--- config.mk ---
export PLATFORM = sky130hd
export DESIGN_NAME = occupancy_light_controller
export DESIGN_NICKNAME = d
export VERILOG_FILES = /design/src/rtl/core/olc_pkg.sv /design/src/rtl/core/olc_core.sv /design/src/rtl/core/olc_display.sv /design/src/rtl/core/occupancy_light_controller.sv
export SDC_FILE = /design/constraint.sdc
export NUM_CORES = 1
export LEC_CHECK = 0
export BUFFER_PORTS_ARGS = -buffer_cell sky130_fd_sc_hd__buf_2
export CORE_MARGIN = 8
export CORE_UTILIZATION = 60
export DETAILED_ROUTE_END_ITERATION = 10
export PLACE_DENSITY = 0.78
export SETUP_SLACK_MARGIN = 0.2
export SKIP_LAST_GASP = 1
export SYNTH_ARGS = -nofsm -noshare
export SYNTH_HDL_FRONTEND = slang
export SYNTH_SLANG_ARGS = --single-unit
export TNS_END_PERCENT = 30
--- constraint.sdc ---
create_clock -name clk_i -period 14.62 [get_ports clk_i]
set_clock_uncertainty 0.2 [all_clocks]
set_input_delay 2.924 -clock clk_i [delete_from_list [all_inputs] [get_ports clk_i]]
set_output_delay 2.924 -clock clk_i [all_outputs]
set_load 0.05 [all_outputs]
--- src/rtl/core/olc_pkg.sv ---
// Shared types, constants and helper functions of the occupancy light controller.
// No dependencies; used by olc_core, olc_display and occupancy_light_controller.
package olc_pkg;

  localparam int unsigned TickW  = 16;
  localparam int unsigned CntW   = 7;
  localparam int unsigned NumBtn = 3;
  localparam int unsigned IdxW   = 3;
  localparam int unsigned DataW  = 16;
  localparam int unsigned SegW   = 8;

  // Button positions in the raw button vector.
  localparam int unsigned BtnSensor = 0;
  localparam int unsigned BtnLight  = 1;
  localparam int unsigned BtnReset  = 2;

  localparam logic [CntW-1:0] CountMax = 7'd99;

  // Register reset values.
  localparam logic [TickW-1:0] PeriodTicksRst   = 16'd50000;
  localparam logic [CntW-1:0]  PeriodCountRst   = 7'd100;
  localparam logic [TickW-1:0] DebounceTicksRst = 16'd20000;
  localparam logic [CntW-1:0]  GreenLimitRst    = 7'd10;
  localparam logic [CntW-1:0]  YellowLimitRst   = 7'd20;

  typedef enum logic [IdxW-1:0] {
    RegPeriodTicks   = 3'd0,
    RegPeriodCount   = 3'd1,
    RegDebounceTicks = 3'd2,
    RegGreenLimit    = 3'd3,
    RegYellowLimit   = 3'd4
  } olc_reg_e;

  typedef struct packed {
    logic [TickW-1:0] period_ticks;
    logic [CntW-1:0]  period_count;
    logic [TickW-1:0] debounce_ticks;
    logic [CntW-1:0]  green_limit;
    logic [CntW-1:0]  yellow_limit;
  } olc_cfg_t;

  typedef struct packed {
    logic            light;
    logic            sensor_en;
    logic            holding;
    logic [CntW-1:0] count;
  } olc_status_t;

  typedef struct packed {
    logic            green;
    logic            yellow;
    logic            red;
    logic [SegW-1:0] seg_tens;
    logic [SegW-1:0] seg_units;
  } olc_disp_t;

  typedef struct packed {
    logic             fire;
    logic [TickW-1:0] timer;
    logic             await_rel;
  } olc_deb_t;

  // One tick of a button debouncer: act once the press has lasted the limit.
  function automatic olc_deb_t debounce_step(input logic             pressed,
                                             input logic [TickW-1:0] timer,
                                             input logic             await_rel,
                                             input logic [TickW-1:0] limit);
    olc_deb_t res;
    res.fire      = 1'b0;
    res.timer     = timer;
    res.await_rel = await_rel;
    if (!pressed) begin
      res.timer     = '0;
      res.await_rel = 1'b0;
    end else if (!await_rel) begin
      if (timer >= limit) begin
        res.timer     = '0;
        res.await_rel = 1'b1;
        res.fire      = 1'b1;
      end else begin
        res.timer = timer + 16'd1;
      end
    end
    return res;
  endfunction

  // Saturating event count increment.
  function automatic logic [CntW-1:0] count_inc(input logic [CntW-1:0] c);
    return (c < CountMax) ? c + 7'd1 : c;
  endfunction

  // Tens digit of a count in 0..99 by a compare chain.
  function automatic logic [3:0] tens_of(input logic [CntW-1:0] c);
    logic [3:0] t;
    priority if (c >= 7'd90) t = 4'd9;
    else if (c >= 7'd80) t = 4'd8;
    else if (c >= 7'd70) t = 4'd7;
    else if (c >= 7'd60) t = 4'd6;
    else if (c >= 7'd50) t = 4'd5;
    else if (c >= 7'd40) t = 4'd4;
    else if (c >= 7'd30) t = 4'd3;
    else if (c >= 7'd20) t = 4'd2;
    else if (c >= 7'd10) t = 4'd1;
    else                 t = 4'd0;
    return t;
  endfunction

  // Common-anode 7-segment code of a decimal digit.
  function automatic logic [SegW-1:0] seg_code(input logic [3:0] d);
    logic [SegW-1:0] s;
    unique case (d)
      4'd0:    s = 8'hC0;
      4'd1:    s = 8'hF9;
      4'd2:    s = 8'hA4;
      4'd3:    s = 8'hB0;
      4'd4:    s = 8'h99;
      4'd5:    s = 8'h92;
      4'd6:    s = 8'h82;
      4'd7:    s = 8'hF8;
      4'd8:    s = 8'h80;
      4'd9:    s = 8'h90;
      default: s = 8'hFF;
    endcase
    return s;
  endfunction

endpackage

--- src/rtl/core/olc_core.sv ---
// Control state of the occupancy light controller: hold timer, debouncers, event count.
// Depends on olc_pkg.
module olc_core (
  input  logic                           clk_i,
  input  logic                           rst_ni,
  input  logic                           fire_i,
  input  logic                           sensor_i,
  input  logic [olc_pkg::NumBtn-1:0]     btn_i,
  input  olc_pkg::olc_cfg_t              cfg_i,
  output olc_pkg::olc_status_t           status_o
);
  import olc_pkg::*;

  logic             light_q, light_d;
  logic             en_q, en_d;
  logic             hold_q, hold_d;
  logic             prev_q, prev_d;
  logic [TickW-1:0] tick_q, tick_d;
  logic [CntW-1:0]  pd_q, pd_d;
  logic [CntW-1:0]  cnt_q, cnt_d;
  logic [TickW-1:0] timer_q [NumBtn];
  logic [TickW-1:0] timer_d [NumBtn];
  logic [NumBtn-1:0] await_q, await_d;

  logic [TickW:0]  tick_inc;
  logic [CntW-1:0] pd_inc;
  olc_deb_t        deb_sens, deb_light, deb_rst;

  assign tick_inc  = {1'b0, tick_q} + 17'd1;
  assign pd_inc    = pd_q + 7'd1;
  assign deb_sens  = debounce_step(btn_i[BtnSensor], timer_q[BtnSensor], await_q[BtnSensor],
                                   cfg_i.debounce_ticks);
  assign deb_light = debounce_step(btn_i[BtnLight], timer_q[BtnLight], await_q[BtnLight],
                                   cfg_i.debounce_ticks);
  assign deb_rst   = debounce_step(btn_i[BtnReset], timer_q[BtnReset], await_q[BtnReset],
                                   cfg_i.debounce_ticks);

  always_comb begin
    light_d = light_q;
    en_d    = en_q;
    hold_d  = hold_q;
    tick_d  = tick_q;
    pd_d    = pd_q;
    cnt_d   = cnt_q;
    prev_d  = sensor_i;
    timer_d = timer_q;
    await_d = await_q;
    if (hold_q) begin
      // Hold running: advance the hold only, clear button timers.
      for (int k = 0; k < NumBtn; k++) begin
        timer_d[k] = '0;
      end
      if (sensor_i) begin
        tick_d = '0;
        pd_d   = '0;
      end else if (tick_inc >= {1'b0, cfg_i.period_ticks}) begin
        tick_d = '0;
        if (pd_inc >= cfg_i.period_count) begin
          light_d = 1'b0;
          hold_d  = 1'b0;
          pd_d    = '0;
          cnt_d   = count_inc(cnt_q);
        end else begin
          pd_d = pd_inc;
        end
      end else begin
        tick_d = tick_inc[TickW-1:0];
      end
    end else begin
      timer_d[BtnSensor] = deb_sens.timer;
      await_d[BtnSensor] = deb_sens.await_rel;
      if (deb_sens.fire) begin
        en_d = !en_q;
        if (light_q) begin
          light_d = 1'b0;
          cnt_d   = count_inc(cnt_d);
        end
      end
      if (!en_d) begin
        timer_d[BtnLight] = deb_light.timer;
        await_d[BtnLight] = deb_light.await_rel;
        if (deb_light.fire) begin
          light_d = !light_d;
          if (!light_d) begin
            cnt_d = count_inc(cnt_d);
          end
        end
      end else begin
        timer_d[BtnLight] = '0;
      end
      timer_d[BtnReset] = deb_rst.timer;
      await_d[BtnReset] = deb_rst.await_rel;
      if (deb_rst.fire) begin
        cnt_d   = '0;
        light_d = 1'b0;
      end
      // Rising sensor edge with the sensor enabled starts a hold.
      if (en_d && sensor_i && !prev_q) begin
        light_d = 1'b1;
        hold_d  = 1'b1;
        tick_d  = '0;
        pd_d    = '0;
      end
    end
  end

  always_ff @(posedge clk_i or negedge rst_ni) begin
    if (!rst_ni) begin
      light_q <= 1'b0;
      en_q    <= 1'b1;
      hold_q  <= 1'b0;
      prev_q  <= 1'b0;
      tick_q  <= '0;
      pd_q    <= '0;
      cnt_q   <= '0;
      await_q <= '0;
      for (int k = 0; k < NumBtn; k++) begin
        timer_q[k] <= '0;
      end
    end else if (fire_i) begin
      light_q <= light_d;
      en_q    <= en_d;
      hold_q  <= hold_d;
      prev_q  <= prev_d;
      tick_q  <= tick_d;
      pd_q    <= pd_d;
      cnt_q   <= cnt_d;
      await_q <= await_d;
      timer_q <= timer_d;
    end
  end

  // Report the state as it stands after this item.
  assign status_o.light     = light_d;
  assign status_o.sensor_en = en_d;
  assign status_o.holding   = hold_d;
  assign status_o.count     = cnt_d;

endmodule

--- src/rtl/core/olc_display.sv ---
// Status LED thresholds and 7-segment digit codes of the event count.
// Depends on olc_pkg.
module olc_display (
  input  logic [olc_pkg::CntW-1:0] count_i,
  input  olc_pkg::olc_cfg_t        cfg_i,
  output olc_pkg::olc_disp_t       disp_o
);
  import olc_pkg::*;

  logic [3:0]      tens;
  logic [CntW-1:0] tens_x10;
  logic [CntW-1:0] units;

  assign tens     = tens_of(count_i);
  assign tens_x10 = {tens[3:0], 3'b000} + {2'b00, tens[3:0], 1'b0};
  assign units    = count_i - tens_x10;

  always_comb begin
    disp_o.green  = 1'b0;
    disp_o.yellow = 1'b0;
    disp_o.red    = 1'b0;
    priority if (count_i < cfg_i.green_limit) disp_o.green  = 1'b1;
    else if (count_i < cfg_i.yellow_limit)    disp_o.yellow = 1'b1;
    else                                      disp_o.red    = 1'b1;
    disp_o.seg_tens  = seg_code(tens);
    disp_o.seg_units = seg_code(units[3:0]);
  end

endmodule

--- src/rtl/core/occupancy_light_controller.sv ---
// Top level of the occupancy light controller: config registers, input and result stages.
// Depends on olc_pkg, olc_core and olc_display.
//
//   channel | direction | handshake               | payload
//   --------+-----------+-------------------------+----------------------------------------
//   input   | in        | in_valid_i / in_stall_o | sensor_level_i, btn_*_i
//   result  | out       | out_valid_o/out_stall_i | light_on_o, sensor_led_o, led_*_o, seg_*_o
//   config  | in        | cfg_we_i                | cfg_index_i, cfg_data_i
//
// One item is one tick of the time base and yields exactly one result item.
// Throughput is one item per cycle while the result is not stalled; the path is the
// input register, then the state update and the result register in one pass.
// Reset is asynchronous, active low; registers return to their reset values
// and the controller state to light off, sensor enabled, no hold, count zero.
// A stalled result holds the result register; the input stage then holds its
// item and raises in_stall_o, so no tick is lost or repeated.
module occupancy_light_controller (
  input  logic                          clk_i,
  input  logic                          rst_ni,
  // Configuration write port
  input  logic                          cfg_we_i,
  input  logic [olc_pkg::IdxW-1:0]      cfg_index_i,
  input  logic [olc_pkg::DataW-1:0]     cfg_data_i,
  // Input items
  input  logic                          in_valid_i,
  output logic                          in_stall_o,
  input  logic                          sensor_level_i,
  input  logic                          btn_sensor_i,
  input  logic                          btn_light_i,
  input  logic                          btn_reset_i,
  // Result items
  output logic                          out_valid_o,
  input  logic                          out_stall_i,
  output logic                          light_on_o,
  output logic                          sensor_led_o,
  output logic                          led_green_o,
  output logic                          led_yellow_o,
  output logic                          led_red_o,
  output logic [olc_pkg::SegW-1:0]      seg_tens_o,
  output logic [olc_pkg::SegW-1:0]      seg_units_o
);
  import olc_pkg::*;

  // Configuration registers.
  olc_cfg_t cfg_q;

  always_ff @(posedge clk_i or negedge rst_ni) begin
    if (!rst_ni) begin
      cfg_q.period_ticks   <= PeriodTicksRst;
      cfg_q.period_count   <= PeriodCountRst;
      cfg_q.debounce_ticks <= DebounceTicksRst;
      cfg_q.green_limit    <= GreenLimitRst;
      cfg_q.yellow_limit   <= YellowLimitRst;
    end else if (cfg_we_i) begin
      unique case (olc_reg_e'(cfg_index_i))
        RegPeriodTicks:   cfg_q.period_ticks   <= cfg_data_i;
        RegPeriodCount:   cfg_q.period_count   <= cfg_data_i[CntW-1:0];
        RegDebounceTicks: cfg_q.debounce_ticks <= cfg_data_i;
        RegGreenLimit:    cfg_q.green_limit    <= cfg_data_i[CntW-1:0];
        RegYellowLimit:   cfg_q.yellow_limit   <= cfg_data_i[CntW-1:0];
        default: ; // drop writes to unused indexes
      endcase
    end
  end

  // Input stage.
  logic              in_valid_q;
  logic              sensor_q;
  logic [NumBtn-1:0] btn_q;
  logic              out_free;
  logic              fire;
  logic              in_accept;

  // Result register drains or is empty: the input item may advance.
  assign out_free   = !out_valid_o || !out_stall_i;
  assign fire       = in_valid_q && out_free;
  assign in_stall_o = in_valid_q && !out_free;
  assign in_accept  = in_valid_i && !in_stall_o;

  always_ff @(posedge clk_i or negedge rst_ni) begin
    if (!rst_ni) begin
      in_valid_q <= 1'b0;
    end else if (in_accept) begin
      in_valid_q <= 1'b1;
    end else if (fire) begin
      in_valid_q <= 1'b0;
    end
  end

  // Payload registers: load on accept, hold otherwise.
  always_ff @(posedge clk_i) begin
    if (in_accept) begin
      sensor_q          <= sensor_level_i;
      btn_q[BtnSensor]  <= btn_sensor_i;
      btn_q[BtnLight]   <= btn_light_i;
      btn_q[BtnReset]   <= btn_reset_i;
    end
  end

  // State update and display decode.
  olc_status_t status;
  olc_disp_t   disp;

  olc_core u_core (
    .clk_i    (clk_i),
    .rst_ni   (rst_ni),
    .fire_i   (fire),
    .sensor_i (sensor_q),
    .btn_i    (btn_q),
    .cfg_i    (cfg_q),
    .status_o (status)
  );

  olc_display u_display (
    .count_i (status.count),
    .cfg_i   (cfg_q),
    .disp_o  (disp)
  );

  // Result register.
  always_ff @(posedge clk_i or negedge rst_ni) begin
    if (!rst_ni) begin
      out_valid_o <= 1'b0;
    end else if (fire) begin
      out_valid_o <= 1'b1;
    end else if (!out_stall_i) begin
      out_valid_o <= 1'b0;
    end
  end

  always_ff @(posedge clk_i) begin
    if (fire) begin
      light_on_o   <= status.light;
      sensor_led_o <= status.sensor_en;
      led_green_o  <= disp.green;
      led_yellow_o <= disp.yellow;
      led_red_o    <= disp.red;
      seg_tens_o   <= disp.seg_tens;
      seg_units_o  <= disp.seg_units;
    end
  end

`ifndef SYNTHESIS
  // Exactly one status LED is lit on every result.
  a_one_led : assert property (@(posedge clk_i) disable iff (!rst_ni)
    out_valid_o |-> $onehot({led_green_o, led_yellow_o, led_red_o}))
    else $error("status LEDs not one-hot");

  // The event count saturates and never leaves 0..99.
  a_count_max : assert property (@(posedge clk_i) disable iff (!rst_ni)
    fire |-> (status.count <= CountMax))
    else $error("event count above saturation");

  // An auto hold always keeps the light on.
  a_hold_light : assert property (@(posedge clk_i) disable iff (!rst_ni)
    (fire && status.holding) |=> (out_valid_o && light_on_o))
    else $error("hold running with light off");

  // The input stage stalls only while the result register is full and stalled.
  a_stall_cause : assert property (@(posedge clk_i) disable iff (!rst_ni)
    in_stall_o |-> (out_valid_o && out_stall_i && in_valid_q))
    else $error("input stalled without a stalled result");
`endif

endmodule
* Yosys cells after proc, flatten, opt, wreduce, memory -nomap -nowiden
Memory sizes are Yosys's and may differ from the RTL's. A register that Yosys moved wholly into a read port is not among the register bits.
Cells that the tools add are included.
** Operators by class
- Add/subtract/negate cells :: 9
- $lt $le $gt $ge :: 18
- Equality and inequality tests :: 9
- Multiplexer cells :: 73
- Bitwise operators :: 2
- Reductions and logical operators :: 28
** Operators by type and width (number)
- 16-bit 2-to-1 mux :: 8
- 7-bit 2-to-1 mux :: 18
- 18-bit 2-to-1 mux :: 3
- 17-bit 2-to-1 mux :: 3
- 16-bit by 1-bit adder with 16-bit output (second input constant) :: 3
- 16-bit greater-or-equal comparator :: 3
- 48-bit 2-to-1 mux :: 1
- 1-bit 2-to-1 mux :: 32
- 4-bit 2-to-1 mux :: 8
- 7-bit by 1-bit adder with 7-bit output (second input constant) :: 3
- 7-bit by 6-bit greater-or-equal comparator with 1-bit output (second input constant) :: 3
- 7-bit greater-or-equal comparator (second input constant) :: 3
- 2-bit AND reduction :: 10
- 16-bit by 1-bit adder with 17-bit output (second input constant) :: 1
- 17-bit by 16-bit greater-or-equal comparator with 1-bit output :: 1
- 7-bit by 5-bit greater-or-equal comparator with 1-bit output (second input constant) :: 2
- 7-bit less-than comparator :: 2
- 7-bit less-than comparator (second input constant) :: 2
- 7-bit by 4-bit greater-or-equal comparator with 1-bit output (second input constant) :: 1
- 7-bit greater-or-equal comparator :: 1
- 1-bit zero test :: 7
- 3-bit by 2-bit == test with 1-bit output (second input constant) :: 2
- 3-bit by 2-bit != test with 1-bit output (second input constant) :: 2
- 3-bit AND reduction :: 2
- other kinds (12) :: 18
** Storage, ports and cells
- Bits in registers :: 165
- Bits in read-only memories :: 224
- Bits of input ports :: 28
- Output and inout bits :: 23
- Word-level logic and storage cells :: 169
- Memories kept :: 2
** Memories
- (name not given) :: words 16, width 7, read ports 1, clocked after Yosys merged registers in 1, write ports 0, line olc_pkg.sv:111 : unique case (d)
- (name not given) :: words 16, width 7, read ports 1, clocked after Yosys merged registers in 1, write ports 0, line olc_pkg.sv:111

* Longest topological paths before layout
- Word-level depth :: 25
- Mapped depth :: 29
- Mapped depth without buffers :: 29

* By module
From an unflattened synthesis, not the netlist that was laid out.
** Unflattened totals
- Cell total of the unflattened synthesis :: 1175
- Area total of the unflattened synthesis :: 11025.6 sq um
** By module, submodules not included
- olc_core :: times used 1, cells an instance 865, area an instance 6986.7 sq um, sequential area each 2128.3 sq um
- occupancy_light_controller :: times used 1, cells an instance 149, area an instance 2882.8 sq um, sequential area each 2149.6 sq um
- olc_display :: times used 1, cells an instance 161, area an instance 1156.1 sq um, sequential area each 0.0 sq um

* Least setup slack after synthesis
Ideal clock, no wire load.
- Path kind :: in2out
- From :: input port out_stall_i
- To :: output port in_stall_o
- Arrival time :: 3361 ps
- Data required time :: 11496 ps
- Path slack :: 8135 ps
- Stages :: 2
- Path buffers :: 0
- Cells stage by stage :: nand3_1 inv_1
** On the way
- Longest elaborated chain between the ends :: 4
** RTL lines
- start, declared :: line occupancy_light_controller.sv:33 : input logic out_stall_i,
- 1-bit zero test
- 1-bit logical OR :: line occupancy_light_controller.sv:75 : assign out_free = !out_valid_o || !out_stall_i;
- 1-bit zero test :: line occupancy_light_controller.sv:77 : assign in_stall_o = in_valid_q && !out_free;
- 1-bit logical AND :: line occupancy_light_controller.sv:77
- end, declared :: line occupancy_light_controller.sv:26 : output logic in_stall_o,
No other way between the ends.

* Worst setup path in the final report
- From :: register u_core.tick_q[2]
- To :: register seg_units_o[4] in the netlist's numbering, data pin
** On the way
- Longest elaborated chain between the ends :: 17
- Elaborated cells on any way between the ends :: 25
- Classes of those cells :: add/sub (3); order compare (10); mux (12)
** RTL lines
- start, declared :: line olc_core.sv:18 : logic [TickW-1:0] tick_q, tick_d;
- start signal, assigned :: line olc_core.sv:125 : tick_q <= tick_d;
- 16-bit by 1-bit adder with 17-bit output (*) :: line olc_core.sv:29 : assign tick_inc = {1'b0, tick_q} + 17'd1;
- 17-bit by 16-bit greater-or-equal comparator with 1-bit output (*) :: line olc_core.sv:56 : end else if (tick_inc >= {1'b0, cfg_i.period_ticks}) begin
- 7-bit 2-to-1 mux (*) :: line olc_core.sv:56
- 7-bit 2-to-1 mux (*) :: line olc_core.sv:53 : if (sensor_i) begin
- 7-bit 2-to-1 mux (*) :: line olc_core.sv:48 : if (hold_q) begin
- 7-bit by 4-bit greater-or-equal comparator with 1-bit output :: line olc_pkg.sv:103 : else if (c >= 7'd10) t = 4'd1;
- 1-bit 2-to-1 mux :: line olc_pkg.sv:103
- 4-bit 2-to-1 mux :: line olc_pkg.sv:102 : else if (c >= 7'd20) t = 4'd2;
- 4-bit 2-to-1 mux :: line olc_pkg.sv:101 : else if (c >= 7'd30) t = 4'd3;
- 4-bit 2-to-1 mux :: line olc_pkg.sv:100 : else if (c >= 7'd40) t = 4'd4;
- 4-bit 2-to-1 mux :: line olc_pkg.sv:99 : else if (c >= 7'd50) t = 4'd5;
- 4-bit 2-to-1 mux :: line olc_pkg.sv:98 : else if (c >= 7'd60) t = 4'd6;
- 4-bit 2-to-1 mux :: line olc_pkg.sv:97 : else if (c >= 7'd70) t = 4'd7;
- 4-bit 2-to-1 mux :: line olc_pkg.sv:96 : else if (c >= 7'd80) t = 4'd8;
- 4-bit 2-to-1 mux :: line olc_pkg.sv:95 : priority if (c >= 7'd90) t = 4'd9;
- 4-bit adder :: line olc_display.sv:15 : assign tens_x10 = {tens[3:0], 3'b000} + {2'b00, tens[3:0], 1'b0};
- 4-bit subtractor (*) :: line olc_display.sv:16 : assign units = count_i - tens_x10;
- end, declared :: line occupancy_light_controller.sv:40 : output logic [olc_pkg::SegW-1:0] seg_units_o
Every way passes the cells marked *; elsewhere a longest branch is shown, timed or not.
A chain may end at the register's enable or synchronous reset.

==> impl_metrics.csv <==
group,metric,value,unit
layout,fin_nets,1349,
die,dieHeight,149.3,um
sta,timing.fmax,137.6,MHz
layout,syn_to_final_growth,9.441,%
yosys,yosysWarnings,0,
layout,final_common_cell,"nand2_1",
yosys,post_synth.cell_area_avg,9.048,sq um
yosys,synth_edf_count,23,
yosys,netlist_area,10670,sq um
routing,drtPass1Iterations,5,
setup_path,slowest_delay,0.82,ns
die,start_util,0.6146,
setup_path,endpoint,"seg_units_o[4]",
pwr,peakVddDrop,0.1285,mV
layout,drive_gt1_frac,0.1265,
global_route,grt_start_max_net_pins,78,
global_route,grt.total_usage,0.2379,
yosys,ys_dominant_reg_cell,"dfrtp_1",
yosys,seq_area_frac_synth,0.3954,
clock_tree,post_cts_resized,0,
layout,final_cell_mix,"nand2_1 (157), o21ai_0 (139), dfrtp_1 (121)",
setup_path,path_depth,26,
setup_path,r2r-end,"seg_units_o[4]",
pwr,power.leakage,5.326,nW
yosys,synthCells,1179,
setup_path,ff2ff_setup_slack,7.35,ns
setup_path,crit_buf_inv,3,
yosys,async_flop_share,0.8589,
clock_tree,clockBufferDepth,2,
sta,worst_slew_pin_slew,1.017,ns
placement,dpl_cell_area,11110,sq um
setup_path,slowest_stage,"xnor2_1",
sta,period_share,0.4972,
setup_path,cp-end-kind,"flip-flop",
die,die_w,149.3,um
layout,fin_area,11670,sq um
layout,stdcell_count,1458,
sta,rsz0062_at_grt,"false",
layout,multi_input_area,6011,sq um
routing,viasPerCell,6.064,
routing,vias,8842,
clock_tree,clk_pin_slew,0.07,ns
setup_path,crit_arrival,7.22,ns
die,rows,48,
global_route,grt_pass1_wl,43040,um
clock_tree,cts_inserted_buffers,17,
global_route,grt-ovfl-total,0,
clock_tree,cts_setup_buffers,0,
routing,drc,0,
sta,setup_viol,0,
setup_path,crit_type,"flip-flop to flip-flop",
global_route,grt_pass1_vias,8753,
setup_path,crit_family,"simple AND/OR/NAND/NOR gates",
setup_path,critPathMaxFanout,12,
routing,finalWirelength,25910,um
hold_path,hold_path.class,"flip-flop to flip-flop",
setup_path,critPathLaunchType,"flip-flop",
layout,nFillCells,1381,
routing,wl_per_cell,17.77,um
clock_tree,htree_levels,4,
clock_tree,cts_root_buf,"clkbuf_16",
sta,drv_slew,0,
run,maxCapViolations,0,
sta,slew-limit-headroom,0.3168,
clock_tree,cts_hold_buffers,0,
yosys,synth.distinct_cells,90,
placement,placedCellCount,1426,
outcome,status,"completed",
routing,drtAntennaViolNets,0,
sta,hold_viol_final,0,
placement,dp_hpwl,19060,um
placement,portBuffers,48,
yosys,synth-seq-cells,163,
placement,gp_congestion,0.9574,
setup_path,r2r_cells,26,
sta,fin_crit,7.270,ns
sta,finalSetupTns,0,ns
die,io_pins,51,
pwr,power_density,119.6,nW/um^2
global_route,antenna_found_initial,0,
clock_tree,clock_sinks,163,
setup_path,worst_ep_required_time,14.57,ns
die,dieArea,22300,sq um
clock_tree,cts_tree,"built",
setup_path,crit_start,"u_core.tick_q[2]",
layout,antennaDiodeCount,0,
layout,final-seq-area,4218,sq um
die,core_area,17360,sq um
setup_path,r2r-start,"u_core.tick_q[2]",
routing,drtIter0Drc,552,
clock_tree,clk_latency,0.43,ns
-- state kept, by name, indices dropped and copies added (netlist names), 3 cells and up --
name,count
u_core.tick_q,16
seg_tens_o,7
u_core.pd_q,7
seg_units_o,7
btn_q,3
u_core.await_q,3
u_core.cnt_q,7
u_core.timer_q,48
cfg_q,53
-- synthesized netlist by cell type, types with 5 or more instances --
master / count / area share
nand2_1: 157 / 0.055
o21ai_0: 140 / 0.066
dfrtp_1: 121 / 0.28
ha_1: 101 / 0.12
nor2_1: 76 / 0.027
inv_1: 70 / 0.025
nand3_1: 58 / 0.027
a21oi_1: 43 / 0.020
and3_1: 30 / 0.018
clkbuf_1: 30 / 0.011
xor2_1: 25 / 0.021
edfxtp_1: 23 / 0.065
xnor2_1: 23 / 0.019
dfstp_2: 19 / 0.047
nand2b_1: 19 / 0.011
a21o_1: 15 / 0.011
mux2_2: 15 / 0.016
o31ai_1: 15 / 0.011
nor2b_1: 14 / 0.0082
and2_1: 13 / 0.0076
nor3_1: 13 / 0.0061
a31oi_1: 12 / 0.0070
a211oi_1: 11 / 0.0077
nand4_1: 11 / 0.0065
o211ai_1: 9 / 0.0063
o21ai_1: 7 / 0.0033
or3_1: 7 / 0.0041
a31o_2: 5 / 0.0041
mux2i_1: 5 / 0.0047
-- per-layer routing --
metal / GRT usage / vias up / routed length, um
li1: - / 4283 / -
met1: 0.3042 / 4297 / 11700
met2: 0.3955 / 217 / 12600
met3: 0.04703 / 45 / 1108
met4: 0.07976 / 0 / 491
met5: 0 / - / 0
-- power breakdown --
part / switching [mW] / internal (mW) / total, mW
Clock: 0.191 / 0.238 / 0.429
Sequential: 0.0284 / 0.536 / 0.564
Combinational: 0.270 / 0.133 / 0.403
-- through the flow --
stage,util,total power [mW],hold slack [ns],setup slack (ns)
global route,0.6727,1.470,0.3131,6.855
global placement,0.6403,0.9570,0.2643,7.821
CTS,0.6727,1.403,0.3006,7.460
floorplan,-,0.8706,0.2468,8.135
detailed placement,0.6403,0.9733,0.2777,7.469
finish,0.6727,1.397,0.3027,7.350
-- worst register-to-register path, stage by stage, from the launching register on --
cell and delay, ns:
dfrtp_1 0.43, nand3_1 0.14, nor2_1 0.25, nand3_1 0.24
nor2_1 0.30, nand3_1 0.14, xnor2_1 0.20, ha_1 0.28
o21ai_0 0.32, nand2b_1 0.10, a31o_2 0.26, nor4b_2 0.57
buf_4 0.32, or2_2 0.20, o31ai_1 0.14, or3_1 0.52
inv_1 0.25, a21oi_1 0.10, nor2_1 0.10, o31a_1 0.21
inv_1 0.11, ha_1 0.35, and2_1 0.16, a41oi_2 0.04
xnor2_1 0.82, o211a_1 0.22, a31oi_1 0.04
-- how the worst min path moves through the flow --
stage                     slack [ns]            endpoint          startpoint  cells past startpoint
final                           0.30  u_core.timer_q[15]  u_core.timer_q[15]                      1
after global routing            0.31  u_core.timer_q[15]  u_core.timer_q[15]                      1
after global placement          0.26       u_core.prev_q       u_core.prev_q                      2
after detailed placement        0.28  u_core.timer_q[15]  u_core.timer_q[15]                      1
after floorplan                 0.25       u_core.prev_q       u_core.prev_q                      2
after CTS                       0.30       u_core.prev_q       u_core.prev_q                      2
-- final cells by class --
cell class,count,share of cell area
multi-input combinational,905,0.5148
sequential,163,0.3613
clock buffer,23,0.04180
timing repair buffer,58,0.02754
inverter,75,0.02411
tap,225,0.02411
clock inverter,9,0.006323
-- logic make-up (layout without fill, tap and decap cells) --
kind of cell,after synthesis,count (layout),synth area share
AOI/OAI and AO/OA,303,303,0.1823
xor gates and xnor gates,49,49,0.04093
adders and majority gates,101,101,0.1185
buffers and inverters,112,165,0.04199
DFF,163,163,0.3954
muxes,21,21,0.02182
other,1,2,0.0003515
and+or+nand+nor,429,429,0.1988
Power figures use the tool's default switching activity.
